$ cat config.mk
export PLATFORM = sky130hd
export DESIGN_NAME = wireless_link_supervisor_top_flat
export DESIGN_NICKNAME = d
export VERILOG_FILES = /design/src/rtl/wls_pkg.sv /design/src/rtl/wls_item_if.sv /design/src/rtl/wls_result_if.sv /design/src/rtl/wls_cfg.sv /design/src/rtl/wls_core.sv /design/src/rtl/wireless_link_supervisor_top.sv /design/src/flat_wrapper.sv
export SDC_FILE = /design/constraint.sdc
export NUM_CORES = 1
export LEC_CHECK = 0
export BUFFER_PORTS_ARGS = -buffer_cell sky130_fd_sc_hd__buf_2
export CAP_MARGIN = 10
export CORE_ASPECT_RATIO = 0.75
export CORE_UTILIZATION = 65
export CTS_CLUSTER_DIAMETER = 120
export DETAILED_ROUTE_END_ITERATION = 10
export HOLD_SLACK_MARGIN = 0.02
export PLACE_DENSITY = 0.94
export SLEW_MARGIN = 40
export SYNTH_ARGS = -nofsm -noshare
export SYNTH_HDL_FRONTEND = slang
export SYNTH_HIERARCHICAL = 1
export SYNTH_SLANG_ARGS = --single-unit
$ cat constraint.sdc
create_clock -name clk -period 16.2 [get_ports clk]
set_input_delay 3.24 -clock clk [delete_from_list [all_inputs] [get_ports clk]]
set_output_delay 3.24 -clock clk [all_outputs]
set_load 0.005 [all_outputs]
$ cat src/rtl/wls_pkg.sv
// Shared types, codes and constants of the wireless link supervisor.
`timescale 1ns / 1ps
package wls_pkg;

    localparam int ADDR_W     = 48;
    localparam int TIME_W     = 32;
    localparam int TMO_W      = 16;
    localparam int CNT_W      = 4;
    localparam int CFG_DATA_W = 48;
    localparam int CFG_IDX_W  = 3;

    localparam logic [CNT_W-1:0] BAD_LIMIT = 4'd10;
    localparam logic [CNT_W-1:0] BAD_SAT   = 4'd15;

    localparam logic [TMO_W-1:0] ACTIVE_TIMEOUT_RST   = 16'd200;
    localparam logic [TMO_W-1:0] INACTIVE_TIMEOUT_RST = 16'd10000;
    localparam logic [TMO_W-1:0] BAD_WINDOW_RST       = 16'd50;

    typedef enum logic [2:0] {
        EV_NONE      = 3'd0,
        EV_LOST      = 3'd1,
        EV_INACTIVE  = 3'd2,
        EV_BAD_DATA  = 3'd3,
        EV_REJECTED  = 3'd4,
        EV_ACCEPTED  = 3'd5,
        EV_LEARNED   = 3'd6
    } event_t;

    typedef enum logic [CFG_IDX_W-1:0] {
        REG_ACTIVE_TIMEOUT   = 3'd0,
        REG_INACTIVE_TIMEOUT = 3'd1,
        REG_BAD_WINDOW       = 3'd2,
        REG_CRITICAL         = 3'd3,
        REG_PRIMARY_ADDR     = 3'd4,
        REG_PRIMARY_VALID    = 3'd5,
        REG_BACKUP_ADDR      = 3'd6,
        REG_BACKUP_VALID     = 3'd7
    } cfg_idx_t;

    typedef struct packed {
        logic [TMO_W-1:0]  active_timeout;
        logic [TMO_W-1:0]  inactive_timeout;
        logic [TMO_W-1:0]  bad_window;
        logic              critical;
        logic [ADDR_W-1:0] primary_addr;
        logic              primary_valid;
        logic [ADDR_W-1:0] backup_addr;
        logic              backup_valid;
    } cfg_t;

    typedef struct packed {
        logic              func;
        logic [TIME_W-1:0] now_ms;
        logic [TIME_W-1:0] reported_time;
        logic              link_up;
        logic              status_known;
        logic [ADDR_W-1:0] device_addr;
    } item_t;

    typedef struct packed {
        logic       connected;
        logic       waiting_reconnect;
        logic       active_warn;
        logic       drop_link;
        logic [2:0] event_code;
    } result_t;

endpackage

$ cat src/rtl/wls_item_if.sv
// Input item channel: valid/ready handshake with the supervisor's input fields.
`timescale 1ns / 1ps
interface wls_item_if;
    logic                       valid;
    logic                       ready;
    logic                       func;
    logic [wls_pkg::TIME_W-1:0] now_ms;
    logic [wls_pkg::TIME_W-1:0] reported_time;
    logic                       link_up;
    logic                       status_known;
    logic [wls_pkg::ADDR_W-1:0] device_addr;

    modport source (
        output valid, func, now_ms, reported_time, link_up, status_known, device_addr,
        input  ready
    );
    modport sink (
        input  valid, func, now_ms, reported_time, link_up, status_known, device_addr,
        output ready
    );
endinterface

$ cat src/rtl/wls_result_if.sv
// Result item channel: valid/ready handshake with the supervisor's output fields.
`timescale 1ns / 1ps
interface wls_result_if;
    logic       valid;
    logic       ready;
    logic       connected;
    logic       waiting_reconnect;
    logic       active_warn;
    logic       drop_link;
    logic [2:0] event_code;

    modport source (
        output valid, connected, waiting_reconnect, active_warn, drop_link, event_code,
        input  ready
    );
    modport sink (
        input  valid, connected, waiting_reconnect, active_warn, drop_link, event_code,
        output ready
    );
endinterface

$ cat src/rtl/wls_cfg.sv
// Configuration register file of the supervisor.
`timescale 1ns / 1ps
module wls_cfg (
    input  logic                           clk,
    input  logic                           rst_n,
    input  logic                           cfg_wr_en,
    input  logic [wls_pkg::CFG_IDX_W-1:0]  cfg_index,
    input  logic [wls_pkg::CFG_DATA_W-1:0] cfg_data,
    output wls_pkg::cfg_t                  cfg
);

    wls_pkg::cfg_t cfg_reg;

    always_ff @(posedge clk or negedge rst_n)
    begin
        if (!rst_n)
        begin
            cfg_reg.active_timeout   <= wls_pkg::ACTIVE_TIMEOUT_RST;
            cfg_reg.inactive_timeout <= wls_pkg::INACTIVE_TIMEOUT_RST;
            cfg_reg.bad_window       <= wls_pkg::BAD_WINDOW_RST;
            cfg_reg.critical         <= 1'b0;
            cfg_reg.primary_addr     <= '0;
            cfg_reg.primary_valid    <= 1'b0;
            cfg_reg.backup_addr      <= '0;
            cfg_reg.backup_valid     <= 1'b0;
        end
        else if (cfg_wr_en)
        begin
            unique case (wls_pkg::cfg_idx_t'(cfg_index))
                wls_pkg::REG_ACTIVE_TIMEOUT:
                    cfg_reg.active_timeout <= cfg_data[wls_pkg::TMO_W-1:0];
                wls_pkg::REG_INACTIVE_TIMEOUT:
                    cfg_reg.inactive_timeout <= cfg_data[wls_pkg::TMO_W-1:0];
                wls_pkg::REG_BAD_WINDOW:
                    cfg_reg.bad_window <= cfg_data[wls_pkg::TMO_W-1:0];
                wls_pkg::REG_CRITICAL:
                    cfg_reg.critical <= cfg_data[0];
                wls_pkg::REG_PRIMARY_ADDR:
                    cfg_reg.primary_addr <= cfg_data[wls_pkg::ADDR_W-1:0];
                wls_pkg::REG_PRIMARY_VALID:
                    cfg_reg.primary_valid <= cfg_data[0];
                wls_pkg::REG_BACKUP_ADDR:
                    cfg_reg.backup_addr <= cfg_data[wls_pkg::ADDR_W-1:0];
                wls_pkg::REG_BACKUP_VALID:
                    cfg_reg.backup_valid <= cfg_data[0];
            endcase
        end
    end

    assign cfg = cfg_reg;

endmodule

$ cat src/rtl/wls_core.sv
// Link state registers and the per-item update logic of the supervisor.
`timescale 1ns / 1ps
module wls_core (
    input  logic              clk,
    input  logic              rst_n,
    input  logic              en,
    input  wls_pkg::item_t    it,
    input  wls_pkg::cfg_t     cfg,
    output wls_pkg::result_t  res
);

    logic                       conn_reg, conn_next;
    logic                       wait_reg, wait_next;
    logic [wls_pkg::TIME_W-1:0] lmt_reg, lmt_next;
    logic [wls_pkg::TIME_W-1:0] lbt_reg, lbt_next;
    logic [wls_pkg::CNT_W-1:0]  bc_reg, bc_next;
    logic [wls_pkg::ADDR_W-1:0] learned_addr_reg, learned_addr_next;
    logic                       learned_valid_reg, learned_valid_next;

    logic [wls_pkg::TIME_W-1:0] lmt_sel;
    logic [wls_pkg::TIME_W-1:0] diff;
    logic                       now_gt;
    logic [wls_pkg::TIME_W-1:0] lag;
    logic                       lag_short;
    logic [wls_pkg::TIME_W:0]   bad_sum;
    logic                       bad_due;
    logic [wls_pkg::CNT_W-1:0]  bc_inc;
    logic                       addr_match;
    logic                       warn;
    logic                       drop;
    wls_pkg::event_t            ev;

    assign lmt_sel   = (it.reported_time > lmt_reg) ? it.reported_time : lmt_reg;
    assign diff      = it.now_ms - lmt_sel;
    assign now_gt    = it.now_ms > lmt_sel;
    assign lag       = (wait_reg || !now_gt) ? '0 : diff[wls_pkg::TIME_W-1:0];
    assign lag_short = diff[wls_pkg::TIME_W-1:0]
                       < {{(wls_pkg::TIME_W-wls_pkg::TMO_W){1'b0}}, cfg.active_timeout};
    assign bad_sum   = {1'b0, lbt_reg}
                       + {{(wls_pkg::TIME_W+1-wls_pkg::TMO_W){1'b0}}, cfg.bad_window};
    assign bad_due   = {1'b0, it.now_ms} > bad_sum;
    assign bc_inc    = (bc_reg == wls_pkg::BAD_SAT) ? bc_reg : bc_reg + 1'b1;
    assign addr_match = (cfg.primary_valid && it.device_addr == cfg.primary_addr)
                     || (cfg.backup_valid && it.device_addr == cfg.backup_addr)
                     || (learned_valid_reg && it.device_addr == learned_addr_reg);

    always_comb
    begin
        conn_next          = conn_reg;
        wait_next          = wait_reg;
        lmt_next           = lmt_reg;
        lbt_next           = lbt_reg;
        bc_next            = bc_reg;
        learned_addr_next  = learned_addr_reg;
        learned_valid_next = learned_valid_reg;
        warn               = 1'b0;
        drop               = 1'b0;
        ev                 = wls_pkg::EV_NONE;

        if (it.func)
        begin
            lmt_next  = it.now_ms;
            conn_next = 1'b1;
            priority if (addr_match)
            begin
                ev = wls_pkg::EV_ACCEPTED;
            end
            else if (!cfg.primary_valid && !learned_valid_reg)
            begin
                learned_addr_next  = it.device_addr;
                learned_valid_next = 1'b1;
                ev                 = wls_pkg::EV_LEARNED;
            end
            else
            begin
                bc_next   = '0;
                lbt_next  = '0;
                lmt_next  = '0;
                wait_next = 1'b0;
                conn_next = 1'b0;
                drop      = 1'b1;
                ev        = wls_pkg::EV_REJECTED;
            end
        end
        else if (conn_reg)
        begin
            if (!it.link_up)
            begin
                wait_next = 1'b1;
                conn_next = 1'b0;
                ev        = wls_pkg::EV_LOST;
            end
            else
            begin
                lmt_next = wait_reg ? it.now_ms : lmt_sel;
                if (wait_reg && lag_short)
                begin
                    wait_next = 1'b0;
                end
                warn = cfg.critical
                       && (lag > {{(wls_pkg::TIME_W-wls_pkg::TMO_W){1'b0}}, cfg.active_timeout});
                priority if (lag > {{(wls_pkg::TIME_W-wls_pkg::TMO_W){1'b0}},
                                    cfg.inactive_timeout})
                begin
                    bc_next   = '0;
                    lbt_next  = '0;
                    lmt_next  = '0;
                    conn_next = 1'b0;
                    wait_next = 1'b1;
                    drop      = 1'b1;
                    ev        = wls_pkg::EV_INACTIVE;
                end
                else if (!it.status_known)
                begin
                    if (bad_due)
                    begin
                        bc_next  = bc_inc;
                        lbt_next = it.now_ms;
                    end
                    if (bc_next > wls_pkg::BAD_LIMIT)
                    begin
                        bc_next   = '0;
                        lbt_next  = '0;
                        lmt_next  = '0;
                        conn_next = 1'b0;
                        wait_next = 1'b1;
                        drop      = 1'b1;
                        ev        = wls_pkg::EV_BAD_DATA;
                    end
                end
                else
                begin
                    bc_next = '0;
                end
            end
        end
    end

    always_ff @(posedge clk or negedge rst_n)
    begin
        if (!rst_n)
        begin
            conn_reg          <= 1'b0;
            wait_reg          <= 1'b0;
            lmt_reg           <= '0;
            lbt_reg           <= '0;
            bc_reg            <= '0;
            learned_addr_reg  <= '0;
            learned_valid_reg <= 1'b0;
        end
        else if (en)
        begin
            conn_reg          <= conn_next;
            wait_reg          <= wait_next;
            lmt_reg           <= lmt_next;
            lbt_reg           <= lbt_next;
            bc_reg            <= bc_next;
            learned_addr_reg  <= learned_addr_next;
            learned_valid_reg <= learned_valid_next;
        end
    end

    assign res.connected         = conn_next;
    assign res.waiting_reconnect = wait_next;
    assign res.active_warn       = warn;
    assign res.drop_link         = drop;
    assign res.event_code        = ev;

endmodule

$ cat src/rtl/wireless_link_supervisor_top.sv
// Top level of the wireless link supervisor: input stage, update logic, result stage.
//
// Channels: item (sink) carries ticks (func=0) and connect events (func=1);
// result (source) returns exactly one item per accepted input item, in order.
// Configuration: cfg_wr_en/cfg_index/cfg_data write one register per cycle,
// index 0..7 in the order active_timeout, inactive_timeout, bad_window,
// critical, primary_addr, primary_valid, backup_addr, backup_valid.
// Write configuration only while no item is in flight.
// Result path: an accepted item waits in the input register, then loads the
// result register once that register is empty or its result is being taken.
// Throughput: one item per cycle while the result channel is not stalled;
// the link state registers update in the same cycle the item leaves the
// input register, so the next item sees them.
// Reset (rst_n low, asynchronous): configuration returns to its defaults, the
// link state and learned address clear, both stages empty.
// Stall: while result.ready is low the result register holds; the input
// register still takes one more item, then item.ready drops until the
// result is taken.
`timescale 1ns / 1ps
module wireless_link_supervisor_top (
    input  logic                           clk,
    input  logic                           rst_n,
    input  logic                           cfg_wr_en,
    input  logic [wls_pkg::CFG_IDX_W-1:0]  cfg_index,
    input  logic [wls_pkg::CFG_DATA_W-1:0] cfg_data,
    wls_item_if.sink                       item,
    wls_result_if.source                   result
);

    wls_pkg::cfg_t    cfg;
    wls_pkg::item_t   item_reg;
    logic             item_vld_reg;
    wls_pkg::result_t core_res;
    wls_pkg::result_t res_reg;
    logic             res_vld_reg;
    logic             advance;
    logic             take;

    assign advance    = item_vld_reg && (!res_vld_reg || result.ready);
    assign item.ready = !item_vld_reg || advance;
    assign take       = item.valid && item.ready;

    wls_cfg u_cfg (
        .clk       (clk),
        .rst_n     (rst_n),
        .cfg_wr_en (cfg_wr_en),
        .cfg_index (cfg_index),
        .cfg_data  (cfg_data),
        .cfg       (cfg)
    );

    wls_core u_core (
        .clk   (clk),
        .rst_n (rst_n),
        .en    (advance),
        .it    (item_reg),
        .cfg   (cfg),
        .res   (core_res)
    );

    always_ff @(posedge clk or negedge rst_n)
    begin
        if (!rst_n)
        begin
            item_vld_reg <= 1'b0;
        end
        else
        begin
            item_vld_reg <= take || (item_vld_reg && !advance);
        end
    end

    always_ff @(posedge clk)
    begin
        if (take)
        begin
            item_reg.func          <= item.func;
            item_reg.now_ms        <= item.now_ms;
            item_reg.reported_time <= item.reported_time;
            item_reg.link_up       <= item.link_up;
            item_reg.status_known  <= item.status_known;
            item_reg.device_addr   <= item.device_addr;
        end
    end

    always_ff @(posedge clk or negedge rst_n)
    begin
        if (!rst_n)
        begin
            res_vld_reg <= 1'b0;
        end
        else if (advance)
        begin
            res_vld_reg <= 1'b1;
        end
        else if (result.ready)
        begin
            res_vld_reg <= 1'b0;
        end
    end

    always_ff @(posedge clk)
    begin
        if (advance)
        begin
            res_reg <= core_res;
        end
    end

    assign result.valid             = res_vld_reg;
    assign result.connected         = res_reg.connected;
    assign result.waiting_reconnect = res_reg.waiting_reconnect;
    assign result.active_warn       = res_reg.active_warn;
    assign result.drop_link         = res_reg.drop_link;
    assign result.event_code        = res_reg.event_code;

endmodule

$ cat src/flat_wrapper.sv
// flat-port wrapper written by rule: the top's interface ports become plain ports
module wireless_link_supervisor_top_flat 
  (clk, rst_n, cfg_wr_en, cfg_index, cfg_data, item_valid, item_func, item_now_ms, item_reported_time, item_link_up, item_status_known, item_device_addr, item_ready, result_valid, result_connected, result_waiting_reconnect, result_active_warn, result_drop_link, result_event_code, result_ready);
  wls_item_if item_i ();
  wls_result_if result_i ();
  input  logic clk;
  input  logic rst_n;
  input  logic cfg_wr_en;
  input  logic [wls_pkg::CFG_IDX_W-1:0] cfg_index;
  input  logic [wls_pkg::CFG_DATA_W-1:0] cfg_data;
  input wire logic [$bits(item_i.valid)-1:0] item_valid;
  input wire logic [$bits(item_i.func)-1:0] item_func;
  input wire logic [$bits(item_i.now_ms)-1:0] item_now_ms;
  input wire logic [$bits(item_i.reported_time)-1:0] item_reported_time;
  input wire logic [$bits(item_i.link_up)-1:0] item_link_up;
  input wire logic [$bits(item_i.status_known)-1:0] item_status_known;
  input wire logic [$bits(item_i.device_addr)-1:0] item_device_addr;
  output wire logic [$bits(item_i.ready)-1:0] item_ready;
  output wire logic [$bits(result_i.valid)-1:0] result_valid;
  output wire logic [$bits(result_i.connected)-1:0] result_connected;
  output wire logic [$bits(result_i.waiting_reconnect)-1:0] result_waiting_reconnect;
  output wire logic [$bits(result_i.active_warn)-1:0] result_active_warn;
  output wire logic [$bits(result_i.drop_link)-1:0] result_drop_link;
  output wire logic [$bits(result_i.event_code)-1:0] result_event_code;
  input wire logic [$bits(result_i.ready)-1:0] result_ready;
  assign item_i.valid = item_valid;
  assign item_i.func = item_func;
  assign item_i.now_ms = item_now_ms;
  assign item_i.reported_time = item_reported_time;
  assign item_i.link_up = item_link_up;
  assign item_i.status_known = item_status_known;
  assign item_i.device_addr = item_device_addr;
  assign item_ready = item_i.ready;
  assign result_valid = result_i.valid;
  assign result_connected = result_i.connected;
  assign result_waiting_reconnect = result_i.waiting_reconnect;
  assign result_active_warn = result_i.active_warn;
  assign result_drop_link = result_i.drop_link;
  assign result_event_code = result_i.event_code;
  assign result_i.ready = result_ready;
  wireless_link_supervisor_top u_core (.clk(clk), .rst_n(rst_n), .cfg_wr_en(cfg_wr_en), .cfg_index(cfg_index), .cfg_data(cfg_data), .item(item_i), .result(result_i));
endmodule
==> impl_metrics.json, run 1 <==
{
  "timing.slew.headroom": 0.408,
  "grt_pass1_vias": 16600,
  "path_max_fanout": 32,
  "timing.setup.critical_path_class": "reg -> reg",
  "slowest_stage": "sky130_fd_sc_hd__nor4_1",
  "synth_area_leaders": "sky130_fd_sc_hd__dfrtp_1 29%, sky130_fd_sc_hd__edfxtp_1 16%, sky130_fd_sc_hd__ha_1 8.8%",
  "globalRouteOverflowTotal": 0,
  "post_cts_resized": 0,
  "cell_leakage_power_uw": 0.0109,
  "tritoncts": "yes",
  "grtUsageMet2": 0.527,
  "synthesized_area_um2": 22400,
  "io_pins": 180,
  "grt_first_pass_wirelength_mm": 96.9,
  "timing.fmax_mhz": 111,
  "wl_per_cell_um": 24.8,
  "dr.first_iter.drc_count": 2046,
  "clock-root-buffer": "sky130_fd_sc_hd__clkbuf_16",
  "vias": 16600,
  "startpoint_type_of_the_worst_setup_path": "register",
  "synth_enable_flop_cells": 122,
  "power_frac_comb": 0.447,
  "finalWorstPathRequiredPeriod_ns": 8.97,
  "clk_path_buf_depth": 3,
  "synth_top_cell_by_area": "sky130_fd_sc_hd__dfrtp_1",
  "netSwitchingPower_uw": 1700,
  "die-width_um": 217,
  "wirelength_mm": 63.0,
  "grt_max_degree": 85,
  "grt_usage": 0.361,
  "wp_data_arrival_ns": 9.44,
  "postCtsHoldBufs": 0,
  "synth_largest_type_area_fraction": 0.287,
  "initial_core_util": 0.665,
  "rows": 58,
  "htree_levels": 2,
  "fin_crit_sh": 0.554,
  "worst_path_most_repeated_cell": "sky130_fd_sc_hd__a21oi_1",
  "synth.net_count": 2219,
  "fillers": 2132,
  "cts_buffers": 39,
  "route.detailed.vias_per_inst": 6.54,
  "final_layout_size_suffix_gt1_frac": 0.249,
  "synthesis.area_per_instance_um2": 11.9,
  "finClkSkew_ns": 0.0272,
  "ir_worst_vdd_mv": 0.120,
  "end_kind": "register",
  "setup_tns_ns": 0,
  "async_reset_ff_frac": 0.687,
  "p_sw_frac": 0.397,
  "final_worst_slack_ns": 7.23,
  "count_of_tritonroute_iterations_in_the_first_routing_pass": 5,
  "cts.sink_count": 390,
  "finalNetCount": 2385,
  "synth_cell_type_count": 90,
  "chipHeight_um": 163,
  "sequentialPowerShare": 0.342,
  "min_path_type": "reg -> reg",
  "critical_path_required_ns": 16.66,
  "clkPwrFrac": 0.211,
  "grt_setup_unrepaired": "no",
  "dp_worst_setup_slack_ns": 7.67,
  "critical-path-max-stage-delay_ns": 0.79,
  "worst_pin_slew_ns": 0.888,
  "global_route.usage.met1": 0.526,
  "cellPowerDensity_nw_per_um2": 172,
  "antenna_found_initial": 3,
  "globalRoute.busiestLayer": "met2",
  "drtAntennaViolNets": 0,
  "cts.reportedPaths.clkPinSlew_ns": 0.06,
  "synth-seq-cells": 390,
  "die_area_um2": 35300,
  "cellInternalPower_uw": 2580,
  "postCtsSetupRepairBufs": 0,
  "slew_violations": 0,
  "outcome": "finished clean",
  "finalHoldViolations": 0,
  "dominantRegCellSynth": "sky130_fd_sc_hd__dfrtp_1",
  "report.final.setup_viol": 0,
  "postSynthCellCount": 1888,
  "timing.hold.ws_ns": 0.512,
  "largest_register_ff_count": 147,
  "area_growth_pct": 11.1,
  "io_buffers": 179,
  "groute.layer.met3.usage": 0.107,
  "drc": 0,
  "synth.yosys.seq_area_share": 0.463,
  "worstSkewPairLatency_ns": 0.56,
  "layout.core_utilization": 0.739,
  "place_congestion": 0.985,
  "number_of_warning_messages_in_the_yosys_log": 6,
  "place_hpwl_mm": 45.4,
  "maxCapViolCount": 0,
  "core_area_um2": 33700
}
-- critical path, delay by kind of cell (launching register included) --
family	cells	cell delay [ns]
buf+inv	2	0.80
mux	2	0.78
compound gates	13	3.82
simple gates	6	1.91
flops	1	0.43
fa+ha+maj	3	1.11
-- path summary, 6_finish.rpt --
kind,startpoint,slack [ns],depth (start not counted),endpoint
min,u_core/u_cfg/cfg[135],0.51,1,u_core/u_cfg/cfg[135]
max in group asynchronous,rst_n,12.09,3,u_core/u_core/lmt_reg[25]
min in group asynchronous,rst_n,2.64,1,u_core/u_core/learned_addr_reg[19]
max,u_core/item_reg[81],7.23,26,u_core/u_core/lmt_reg[12]
max reg2reg,u_core/item_reg[81],7.23,26,u_core/u_core/lmt_reg[12]
min reg2reg,u_core/u_cfg/cfg[135],0.51,1,u_core/u_cfg/cfg[135]
-- per-layer routing --
| layer | wire (um) | vias up |
|---|---|---|
| met1 | 26700 | 8213 |
| met2 | 27100 | 980 |
| met3 | 7720 | 121 |
| li1 | - | 7260 |
| met5 | 13 | - |
| met4 | 1480 | 2 |
-- power by group through the flow --
stage                     clock network (uW)  logic, uW  registers, uW
after floorplan                            0       1360           1400
after global placement                     0       1750           1450
after detailed placement                   0       1810           1470
after CTS                                910       1850           1460
after global routing                     947       2070           1490
final                                    903       1910           1460
-- synthesized netlist by cell type (5+ instances only) --
library cell / n
sky130_fd_sc_hd__nand2_1: 92
sky130_fd_sc_hd__a21oi_1: 88
sky130_fd_sc_hd__o31ai_1: 9
sky130_fd_sc_hd__ha_1: 158
sky130_fd_sc_hd__mux2_4: 60
sky130_fd_sc_hd__buf_6: 15
sky130_fd_sc_hd__o221ai_2: 30
sky130_fd_sc_hd__and2_1: 10
sky130_fd_sc_hd__mux2_2: 137
sky130_fd_sc_hd__o21ai_0: 55
sky130_fd_sc_hd__nor4_1: 19
sky130_fd_sc_hd__o211ai_1: 6
sky130_fd_sc_hd__a31oi_1: 7
sky130_fd_sc_hd__nand3_1: 27
sky130_fd_sc_hd__a211oi_1: 10
sky130_fd_sc_hd__xor2_1: 78
sky130_fd_sc_hd__a2111oi_0: 5
sky130_fd_sc_hd__a21o_1: 29
sky130_fd_sc_hd__edfxtp_1: 122
sky130_fd_sc_hd__nor3_1: 23
sky130_fd_sc_hd__nand4_1: 57
sky130_fd_sc_hd__buf_2: 15
sky130_fd_sc_hd__clkbuf_1: 28
sky130_fd_sc_hd__nor2b_1: 25
sky130_fd_sc_hd__dfrtp_1: 257
sky130_fd_sc_hd__o21a_1: 13
sky130_fd_sc_hd__a211o_1: 5
sky130_fd_sc_hd__xnor2_1: 117
sky130_fd_sc_hd__nor2_1: 50
sky130_fd_sc_hd__o21ai_1: 5
sky130_fd_sc_hd__dfstp_2: 11
sky130_fd_sc_hd__buf_4: 6
sky130_fd_sc_hd__inv_1: 124
sky130_fd_sc_hd__nand2b_1: 20
sky130_fd_sc_hd__or3_1: 6
sky130_fd_sc_hd__a22o_1: 33
sky130_fd_sc_hd__and3_1: 8
sky130_fd_sc_hd__o21bai_1: 8
sky130_fd_sc_hd__mux2i_1: 36
-- cell families after synthesis --
| kind of cell | count (synthesis) | share of synthesized area |
|---|---|---|
| AOI/OAI and AO/OA | 350 | 0.117 |
| buffers and inverters | 192 | 0.0390 |
| xor gates and xnor gates | 195 | 0.0761 |
| and+or+nand+nor | 366 | 0.0889 |
| adders and majority gates | 160 | 0.0899 |
| muxes | 235 | 0.126 |
| DFF | 390 | 0.463 |
-- layout make-up --
type	count	area, um2	area share
Clock buffer	59	1120	0.0450
Clock inverter	11	130	0.00522
Antenna cell	2	5.00	0.000201
Inverter	124	465	0.0187
Timing Repair Buffer	193	1040	0.0419
Multi-Input combinational cell	1306	11200	0.450
Tap cell	450	563	0.0226
Sequential cell	390	10400	0.417
-- cells in the final DEF (no fill, tap or decap), types with 78 or more instances in the layout --
cell,n
sky130_fd_sc_hd__a21oi_1,87
sky130_fd_sc_hd__buf_2,178
sky130_fd_sc_hd__dfrtp_1,257
sky130_fd_sc_hd__edfxtp_1,122
sky130_fd_sc_hd__ha_1,158
sky130_fd_sc_hd__inv_1,124
sky130_fd_sc_hd__mux2_2,137
sky130_fd_sc_hd__nand2_1,92
sky130_fd_sc_hd__xnor2_1,117
sky130_fd_sc_hd__xor2_1,78
-- stage by stage --
| stage | total power, uW | cell area, um2 | std cells |
|---|---|---|---|
| finish | 4280 | 24900 | 2535 |
| global route | 4500 | 24900 | 2535 |
| floorplan | 2760 | 22400 | 1888 |
| detailed placement | 3280 | 23700 | 2463 |
| CTS | 4210 | 24900 | 2533 |
| global placement | 3190 | 23600 | 2461 |
(Power assumes the default switching activity.)
==> run 2: changes to the inputs <==
- CORE_UTILIZATION: 65 -> 55
- PLACE_DENSITY: 0.94 -> 0.85
- clock period: 16.2 -> 8.25 ns (I/O delays scaled with it)
==> run 2 against run 1 <==
  * Cell count up 3.2%
  * Clock skew down 0.0015 ns
  * Combinational power up 95%
  * Largest cell class unchanged
  * Clock power up 110%
  * Register-to-register slack worse by 6.7 ns
  * Setup slack worse by 6.7 ns
  * Die area up 18%
  * Sequential power up 96%
  * Global-route usage down 6.8 points
  * Core utilization down 11 points
  * Non-clock buffer count up 8
==> impl_metrics.json, run 2 (synthesis results as in run 1) <==
{
  "timing.fmax_mhz": 129,
  "grt_first_pass_wirelength_mm": 93.4,
  "antenna_found_initial": 4,
  "worst_path_most_repeated_cell": "sky130_fd_sc_hd__a21oi_1",
  "maxCapViolCount": 0,
  "cts.reportedPaths.clkPinSlew_ns": 0.06,
  "die-width_um": 235,
  "place_congestion": 0.979,
  "dr.first_iter.drc_count": 1598,
  "finalWorstPathRequiredPeriod_ns": 7.76,
  "drc": 0,
  "worst_pin_slew_ns": 0.885,
  "grt_usage": 0.293,
  "core_area_um2": 39900,
  "timing.hold.worst_path_depth": 1,
  "io_buffers": 179,
  "area_growth_pct": 12.6,
  "critical_path_required_ns": 8.70,
  "worst-path-stages": 26,
  "final_layout_size_suffix_gt1_frac": 0.254,
  "cts.sink_count": 390,
  "largest_register_ff_count": 147,
  "clock-root-buffer": "sky130_fd_sc_hd__clkbuf_16",
  "reg2reg_from": "u_core/item_reg[81]",
  "grt_pass1_vias": 16000,
  "cell_leakage_power_uw": 0.0110,
  "outcome": "finished clean",
  "rows": 63,
  "count_of_placed_standard_cells_including_taps": 2540,
  "post_layout_instance_count_excluding_filler_cells": 2617,
  "mostFrequentLayoutCell": "sky130_fd_sc_hd__dfrtp_1",
  "timing.setup.critical_path_class": "reg -> reg",
  "die_area_um2": 41600,
  "io_pins": 180,
  "dp_worst_setup_slack_ns": 0.484,
  "postCtsHoldBufs": 0,
  "slew_violations": 0,
  "end_kind": "register",
  "globalRouteOverflowTotal": 0,
  "critPathTopFamily": "compound AO/OA/AOI/OAI gates",
  "critical_path.reg2reg.endpoint": "u_core/u_core/lmt_reg[12]",
  "count_of_tritonroute_iterations_in_the_first_routing_pass": 7,
  "min_path_type": "reg -> reg",
  "timing.critical_path.buf_inv": 2,
  "final_cell_mix": "257 x sky130_fd_sc_hd__dfrtp_1, 178 x sky130_fd_sc_hd__buf_2, 158 x sky130_fd_sc_hd__ha_1, 137 x sky130_fd_sc_hd__mux2_2, 124 x sky130_fd_sc_hd__inv_1",
  "place_hpwl_mm": 45.2,
  "startpoint_type_of_the_worst_setup_path": "register",
  "cellPowerDensity_nw_per_um2": 336,
  "hold_end": "u_core/u_cfg/cfg[139]",
  "postCtsSetupRepairBufs": 0,
  "wp_data_arrival_ns": 8.20,
  "report.final.setup_viol": 0,
  "grt_max_degree": 74,
  "worstSkewPairLatency_ns": 0.56,
  "timing.hold.ws_ns": 0.506,
  "critical-path-max-stage-delay_ns": 0.69,
  "final_worst_slack_ns": 0.495,
  "htree_levels": 2,
  "finalHoldViolations": 0,
  "drtAntennaViolNets": 0,
  "worstRegToRegCells": 26,
  "finClkSkew_ns": 0.0257,
  "wl_per_cell_um": 23.1,
  "chipHeight_um": 177,
  "timing.slew.headroom": 0.410,
  "tritoncts": "yes",
  "ir_worst_vdd_mv": 0.181,
  "timing.hold.worst.start": "u_core/u_cfg/cfg[139]",
  "initial_core_util": 0.563,
  "path_max_fanout": 32,
  "fin_crit_sh": 0.940,
  "finalNetCount": 2394,
  "setup.reg_to_reg.worst_slack_ns": 0.49,
  "vias": 16000,
  "wirelength_mm": 60.6,
  "route.detailed.vias_per_inst": 6.10,
  "cts_buffers": 40,
  "clk_path_buf_depth": 3,
  "slowest_stage": "sky130_fd_sc_hd__nor4_1"
}
==> run 2: final cells by class <==
| class | instances | area [um2] |
|---|---|---|
| Antenna cell | 3 | 7.51 |
| Clock buffer | 59 | 1140 |
| Clock inverter | 14 | 221 |
| Fill cell | 2967 | 14600 |
| Inverter | 124 | 465 |
| Multi-Input combinational cell | 1306 | 11200 |
| Sequential cell | 390 | 10400 |
| Tap cell | 520 | 651 |
| Timing Repair Buffer | 201 | 1180 |
==> run 2: worst max-delay path by stage <==
stage	from	endpoint	slack, ns
floorplan	u_core/item_reg[67]	u_core/u_core/lmt_reg[0]	1.43
global placement	u_core/item_reg[75]	u_core/u_core/lmt_reg[13]	0.58
detailed placement	u_core/item_reg[75]	u_core/u_core/lmt_reg[12]	0.48
CTS	u_core/item_reg[75]	u_core/u_core/lmt_reg[12]	0.44
global route	u_core/u_core/lmt_reg[25]	u_core/u_core/lmt_reg[13]	-0.001
finish	u_core/item_reg[81]	u_core/u_core/lmt_reg[12]	0.49
==> run 2: layer usage <==
layer  wire length [um]  global-route usage  up-vias
li1                   -                   -     7284
met1              28200               0.439     7908
met2              24900               0.416      683
met3               6020              0.0769       92
met4               1390              0.0806        2
met5                 16                   0        -
==> run 2: per-stage QoR <==
stage / TNS, ns / power [uW] / area (um2) / utilization
after global routing: -0.00127 / 8970 / 25300 / 0.633
after detailed placement: 0 / 6470 / 23900 / 0.598
after CTS: 0 / 8410 / 25200 / 0.633
final: 0 / 8480 / 25300 / 0.633
after global placement: 0 / 6340 / 23800 / 0.596
after floorplan: 0 / 5420 / 22400 / -
==> run 2: timing repair <==
action | CTS | global route
setup endpoints to repair | 0 | 62
resized for setup | 0 | 1
endpoints found under the hold margin | 0 | 0
==> run 2: where the power goes <==
| group | internal, uW | switching [uW] |
|---|---|---|
| logic | 1630 | 2100 |
| registers | 2470 | 384 |
| clock network | 1130 | 775 |
